[config.mk]
export PLATFORM = sky130hd
export DESIGN_NAME = pps_table
export DESIGN_NICKNAME = d
export VERILOG_FILES = /design/src/hdl/pps_pkg.sv /design/src/hdl/pps_table.sv
export SDC_FILE = /design/constraint.sdc
export NUM_CORES = 1
export LEC_CHECK = 0
export BUFFER_PORTS_ARGS = -buffer_cell sky130_fd_sc_hd__clkbuf_2
export CORE_MARGIN = 8
export CORE_UTILIZATION = 29
export DETAILED_ROUTE_END_ITERATION = 7
export GPL_TIMING_DRIVEN = 1
export HOLD_SLACK_MARGIN = 0.1
export PLACE_DENSITY_LB_ADDON = 0.2
export SYNTH_ARGS = -nofsm -noshare
export SYNTH_HDL_FRONTEND = slang
export SYNTH_SLANG_ARGS = --single-unit
[constraint.sdc]
create_clock -name i_clk -period 16.17 [get_ports i_clk]
set_input_delay 0 -clock i_clk [delete_from_list [all_inputs] [get_ports i_clk]]
set_output_delay 0 -clock i_clk [all_outputs]
set_load 0.005 [all_outputs]
[src/hdl/pps_pkg.sv]
// types, constants and helpers of the preemptive priority scheduler
package pps_pkg;

    localparam int TIME_W = 20;
    localparam logic [TIME_W-1:0] TIME_MAX = 20'hFFFFF;

    localparam logic KIND_LOAD = 1'b0;
    localparam logic KIND_STEP = 1'b1;

    typedef struct packed {
        logic        kind;
        logic [7:0]  task_id;
        logic [6:0]  task_priority;
        logic [15:0] arrival_time;
        logic [15:0] burst_length;
    } t_req;

    typedef struct packed {
        logic              idle_slot;
        logic [7:0]        granted_id;
        logic [TIME_W-1:0] slot_start;
        logic [TIME_W-1:0] slot_end;
        logic              task_finished;
        logic [TIME_W-1:0] turnaround;
        logic [TIME_W-1:0] waiting;
        logic              all_done;
    } t_rsp;

    typedef struct packed {
        logic [7:0]  task_id;
        logic [6:0]  task_priority;
        logic [15:0] arrival;
        logic [15:0] burst;
        logic [15:0] remaining;
    } t_entry;

    typedef enum logic [1:0] {
        ST_IDLE,
        ST_SCAN,
        ST_DONE
    } t_state;

    // a wins over b: lower priority value, then earlier arrival, then shorter burst
    function automatic logic pps_beats(input t_entry a, input t_entry b);
        logic res;
        if (a.task_priority != b.task_priority) begin
            res = a.task_priority < b.task_priority;
        end else if (a.arrival != b.arrival) begin
            res = a.arrival < b.arrival;
        end else begin
            res = a.burst < b.burst;
        end
        return res;
    endfunction

endpackage

[src/hdl/pps_table.sv]
// task table memory, one write port and one registered read port
module pps_table import pps_pkg::*; #(
    parameter int DEPTH = 16,
    parameter int AW    = 4
) (
    input  logic          i_clk,
    input  logic          i_we,
    input  logic [AW-1:0] i_waddr,
    input  t_entry        i_wdata,
    input  logic [AW-1:0] i_raddr,
    output t_entry        o_rdata
);

    t_entry r_mem [DEPTH];
    t_entry r_rdata;

    always_ff @(posedge i_clk) begin
        if (i_we) begin
            r_mem[i_waddr] <= i_wdata;
        end
    end

    always_ff @(posedge i_clk) begin
        r_rdata <= r_mem[i_raddr];
    end

    assign o_rdata = r_rdata;

endmodule

==> flow_metrics.tcl, run 1 <==
set metrics [dict create \
    status "completed" \
    clk_pin_slew_ns 0.06 \
    met2_usage_pct 21.26 \
    postSynthAreaPerCell_sq_um 24.04 \
    viasPerCell 4.751 \
    p_leak_nw 14.71 \
    antenna_found_initial 16 \
    dp_slack_ns 12.68 \
    path_max_fanout 70 \
    antenna_left 0 \
    start_util_pct 29.22 \
    ys_ff_latch 1071 \
    place_congestion 0.6790 \
    grt_max_degree 71 \
    placementRows 134 \
    whs_path_depth 4 \
    clock.fmax_ghz 0.2980 \
    post_cts_buffers 0 \
    grt_pass1_vias 19350 \
    core-area_sq_um 133500 \
    endpoint_kind "flip-flop" \
    p_clk_share_pct 42.6 \
    p_per_area_nw_per_um2 128.4 \
    combPwrFrac_pct 4.8 \
    path_class "input port to flip-flop" \
    wl_um 98370 \
    num_vias 17920 \
    hold_violations 0 \
    pwr-share-seq_pct 52.6 \
    gr-total-overflow 0 \
    track_usage_pct 13.20 \
    start_kind "input port" \
    nNetsFinal 1978 \
    syn_area_sq_um 38990 \
    skew_ns 0.02119 \
    grt_pass1_wl_um 141200 \
    root_buffer "clkbuf_16" \
    relSlewSlack_pct 27.94 \
    hpwl_um 47550 \
    syn_nets 1695 \
    worstPathRequired_ns 16.73 \
    clock_latency_ns 0.69 \
    maxCapViolations 0 \
    rsz0062_at_grt "false" \
    cts_max_level 3 \
    pin_count 136 \
    route.detailed.drc 0 \
    arrival_ns 3.92 \
    cts_buffer_depth 3 \
    clock-sinks 1071 \
    die-height_um 382.7 \
    die-area_sq_um 146400 \
    r2r_cells 5 \
    final.min_clock_period_ns 3.355 \
    drt-initial-drc-count 1392 \
    io_buffers 135 \
    drtPass1Iterations 5 \
    met3_usage_pct 2.431 \
    swShare_pct 20.57 \
    wl_per_cell_um 26.08 \
    fin_ws_ns 12.81 \
    fin_setup_tns_ns 0 \
    setup_viol 0 \
    met1_usage_pct 18.42 \
    synth_cell_types 18 \
    die_w_um 382.7 \
    period_share_pct 20.75 \
    worstMarginPinSlew_ns 1.081 \
    cts_buffers 111 \
    grt-busiest-layer "met2" \
    cts_tree "done" \
    drive_above_1_share_pct 30.76 \
    syn2layout_area_growth_pct 18.78 \
    internal-power_mw 4.722 \
    hold_class "input port to flip-flop" \
    syn-instance-count 1622 \
    ys_warn_count 0 \
    yosysSeqAreaShare_pct 80.87 \
    ir_drop_v 0.00007874 \
    p_switching_mw 1.223 \
    drv_slew 0 \
]
timing repair:
| action | in CTS | in global routing |
|---|---|---|
| setup endpoints to repair | 0 | 0 |
| gates resized for setup | 0 | 0 |
| hold buffers | 74 | 0 |
| endpoints found under the hold margin | 1068 | 0 |
cell usage after synthesis:
cell / number / share of area, %
a22oi_1: 126 / 2.4
and2_1: 1 / 0.016
buf_1: 6 / 0.058
buf_2: 12 / 0.15
buf_4: 6 / 0.12
buf_6: 16 / 0.46
clkbuf_1: 43 / 0.41
dfxtp_1: 63 / 3.2
edfxtp_1: 1008 / 78
mux4_2: 252 / 15
nand2_1: 64 / 0.62
nand2b_1: 2 / 0.032
nand3_1: 1 / 0.013
nand3b_1: 2 / 0.038
nor2_1: 13 / 0.13
nor2b_1: 2 / 0.032
nor3_1: 4 / 0.051
or3b_2: 1 / 0.022
cell type report:
cell class | count | area (sq um)
Fill cell | 12420 | 87150
Sequential cell | 1071 | 31530
Multi-Input combinational cell | 468 | 7126
Clock buffer | 156 | 3162
Tap cell | 1768 | 2212
Timing Repair Buffer | 253 | 1777
Clock inverter | 48 | 484.2
Antenna cell | 8 | 20.02
registers in the layout (all words and copies together) (netlist names):
name     cells
o_rdata     63
r_mem     1008
through the flow:
step	area (sq um)	total power [mW]	utilization, %	instances	hold slack [ns]
floorplan	38990	3.329	-	1622	0.09887
global placement	41890	3.455	31.39	3486	0.3779
detailed placement	41890	3.463	31.39	3486	0.3767
CTS	46290	6.036	34.69	3764	0.1923
global route	46300	6.151	34.69	3766	0.2434
finish	46310	5.945	34.70	3772	0.2135
kinds of logic after synthesis:
group | Yosys count | share of synthesized area [%]
simple gates | 90 | 0.9467
buf+inv | 83 | 1.203
flops | 1071 | 80.87
mux | 252 | 14.56
compound gates | 126 | 2.426
power by group through the flow:
stage / sequential [mW] / combinational [mW] / clock, mW
floorplan: 3.18 / 0.149 / 0
global placement: 3.19 / 0.269 / 0
detailed placement: 3.19 / 0.274 / 0
CTS: 3.13 / 0.294 / 2.61
global route: 3.13 / 0.311 / 2.71
finish: 3.13 / 0.285 / 2.53
cells in the final DEF, fill, tap and decap left out, drive strengths merged, types with 2 or more instances in the layout:
cell type,Yosys,final
nor2,13,13
clkinvlp,0,3
a22oi,126,126
nor2b,2,2
dlygate4sd3,0,73
nand2b,2,2
buf,40,47
bufinv,0,9
dfxtp,63,63
clkbuf,43,289
nand2,64,64
edfxtp,1008,1008
mux4,252,252
nor3,4,4
nand3b,2,2
clkinv,0,35
diode,0,8
worst max-delay path, stage by stage:
cell and delay [ns]:
dlygate4sd3_1 0.58, buf_8 0.55, buf_4 0.82, mux4_2 0.42, a22oi_1 0.18, dlygate4sd3_1 0.57
nand2_1 0.05, dlygate4sd3_1 0.55
final timing paths:
check	start	endpoint	slack [ns]
setup / recovery	i_raddr[1]	o_rdata[23]$_DFF_P_	12.81
hold / removal	i_raddr[0]	o_rdata[31]$_DFF_P_	0.21
setup reg to reg	r_mem[3][23]$_DFFE_PP_	o_rdata[23]$_DFF_P_	13.87
hold reg to reg	r_mem[6][51]$_DFFE_PP_	o_rdata[51]$_DFF_P_	0.66
routing by layer:
metal / vias to the layer above / wire (um)
met5: - / 37
met4: 6 / 1745
met3: 112 / 5005
met2: 432 / 47220
met1: 9829 / 44370
li1: 7541 / -
Power figures use the tool's default switching activity.
==> run 2, diff against run 1 <==
- clock period: 16.17 -> 3.05 ns (I/O delays scaled with it)
==> run 2 against run 1 <==
Compared with the run above:
- clock-buffer cell count rose by 10
- non-clock buffer count is 6 higher
- hold slack got worse by 0.078 ns
- clock skew down 0.0033 ns
- clock power grew to 5.6 times the previous value
- utilization is 0.49 points higher
- final cell count increased by 0.37%
- wire length grew 0.48%
- via count about the same
- register-to-register slack worse by 13 ns
- global-route usage increased by 0.066 points
==> flow_metrics.tcl, run 2 (same netlist as run 1, synthesis figures left out) <==
set metrics [dict create \
    seq_area_sq_um 31530 \
    met1_usage_pct 18.90 \
    hp-start "i_raddr[0]" \
    path_max_fanout 6 \
    fin_hold_ws_ns 0.1350 \
    drive_above_1_share_pct 31.09 \
    clock_latency_ns 0.69 \
    die_w_um 382.7 \
    p_per_area_nw_per_um2 686.4 \
    r2r-end "o_rdata[60]$_DFF_P_" \
    clock.fmax_ghz 0.4419 \
    cts_buffers 115 \
    wl_um 98850 \
    nNetsFinal 1988 \
    final.min_clock_period_ns 2.263 \
    endpoint_kind "flip-flop" \
    hpwl_um 47540 \
    track_usage_pct 13.27 \
    path_class "input port to flip-flop" \
    r2r_cells 4 \
    final_common_cell "edfxtp_1" \
    antenna_found_initial 8 \
    worstMarginPinSlew_ns 0.7896 \
    hold_end "o_rdata[37]$_DFF_P_" \
    met3_usage_pct 2.172 \
    place_congestion 0.6595 \
    n_fill_cell 12440 \
    root_buffer "clkbuf_16" \
    num_vias 17900 \
    io_buffers 135 \
    cts_buffer_depth 3 \
    die-height_um 382.7 \
    stdcell_area_sq_um 46970 \
    start_util_pct 29.22 \
    p_leak_nw 14.95 \
    pin_count 136 \
    mostFrequentLayoutCells "edfxtp_1, mux4_2, clkbuf_2" \
    route.detailed.drc 0 \
    cts_tree "done" \
    hold_violations 0 \
    period_share_pct 74.19 \
    placementRows 134 \
    drv_slew 0 \
    arrival_ns 2.89 \
    viasPerCell 4.729 \
    maxCapViolations 0 \
    r2r_slack_ns 1.28 \
    ir_drop_v 0.0004682 \
    dpl_cell_area_sq_um 42400 \
    rsz0062_at_grt "false" \
    worstPathRequired_ns 3.68 \
    die-area_sq_um 146400 \
    core-area_sq_um 133500 \
    r2r_start "r_mem[3][60]$_DFFE_PP_" \
    whs_path_depth 4 \
    relSlewSlack_pct 47.36 \
    status "completed" \
    clk_pin_slew_ns 0.06 \
    drtPass1Iterations 5 \
    largest_reg_flops 1008 \
    clock-sinks 1071 \
    post_cts_buffers 0 \
    grt_max_degree 64 \
    setup_viol 0 \
    met2_usage_pct 21.23 \
    start_kind "input port" \
    top_register "r_mem" \
    multi_input_area_sq_um 7151 \
    grt-busiest-layer "met2" \
    grt_pass1_vias 19670 \
    drt-initial-drc-count 1391 \
    grt_pass1_wl_um 142400 \
    hold_class "input port to flip-flop" \
    gr-total-overflow 0 \
    cts_max_level 3 \
    wl_per_cell_um 26.11 \
    syn2layout_area_growth_pct 20.45 \
    skew_ns 0.01792 \
    antenna_left 0 \
]
-- run 2: cell count changes in the layout (fill, tap and decap cells not counted), sizes merged --
cell,change
clkinvlp,-1
clkbuf,+10
diode,-7
inv,+2
buf,+8
dlygate4sd3,-2
bufinv,+4
-- run 2: area by class of cell --
class	count	area share (%)
sequential	1071	67.14
multi-input combinational	468	15.23
clock buffer	166	6.905
timing repair buffer	259	4.721
tap	1768	4.710
clock inverter	53	1.297
antenna	1	0.005328
-- run 2: stage by stage --
| step | utilization [%] | std cells | TNS, ns | total power [mW] | setup WS, ns |
|---|---|---|---|---|---|
| floorplan | - | 1622 | -137.50 | 17.64 | -0.6010 |
| global placement | 31.77 | 3495 | 0 | 18.39 | 1.054 |
| detailed placement | 31.77 | 3495 | 0 | 18.43 | 1.029 |
| CTS | 35.19 | 3785 | 0 | 32.76 | 0.8531 |
| global route | 35.19 | 3785 | 0 | 33.36 | 0.6856 |
| finish | 35.19 | 3786 | 0 | 32.24 | 0.7872 |
-- run 2: how the worst max path moves through the flow --
stage | slack (ns) | depth (start not counted) | to | from
after floorplan | -0.60 | 2 | r_mem[1][0]$_DFFE_PP_ | i_waddr[2]
after global placement | 1.05 | 6 | o_rdata[61]$_DFF_P_ | i_raddr[0]
after detailed placement | 1.03 | 4 | r_mem[6][45]$_DFFE_PP_ | i_waddr[0]
after CTS | 0.85 | 7 | o_rdata[60]$_DFF_P_ | i_raddr[2]
after global routing | 0.69 | 7 | o_rdata[60]$_DFF_P_ | i_raddr[2]
final | 0.79 | 7 | o_rdata[60]$_DFF_P_ | i_raddr[2]
-- run 2: what timing repair did --
item,CTS,global route
endpoints found under the hold margin,1038,0
gates resized for setup,0,0
hold buffers,71,0
-- run 2: worst max-delay path: stages --
cell	delay, ns
dlygate4sd3_1	0.56
clkbuf_2	0.18
nor2_4	0.34
dlygate4sd3_1	0.96
a22oi_1	0.18
dlygate4sd3_1	0.60
nand2_1	0.06
-- run 2: power breakdown --
part	internal, mW	total, mW	switching (mW)
Sequential	16.5	16.6	0.126
Combinational	0.663	1.56	0.893
Clock	8.46	14.1	5.64
Total	25.6	32.2	6.66
-- run 2: routing by layer --
layer / routed length (um) / part of all wire, %
met4: 1782 / 1.8
met1: 45710 / 46
met3: 4161 / 4.2
met2: 47140 / 48
met5: 54 / 0.055
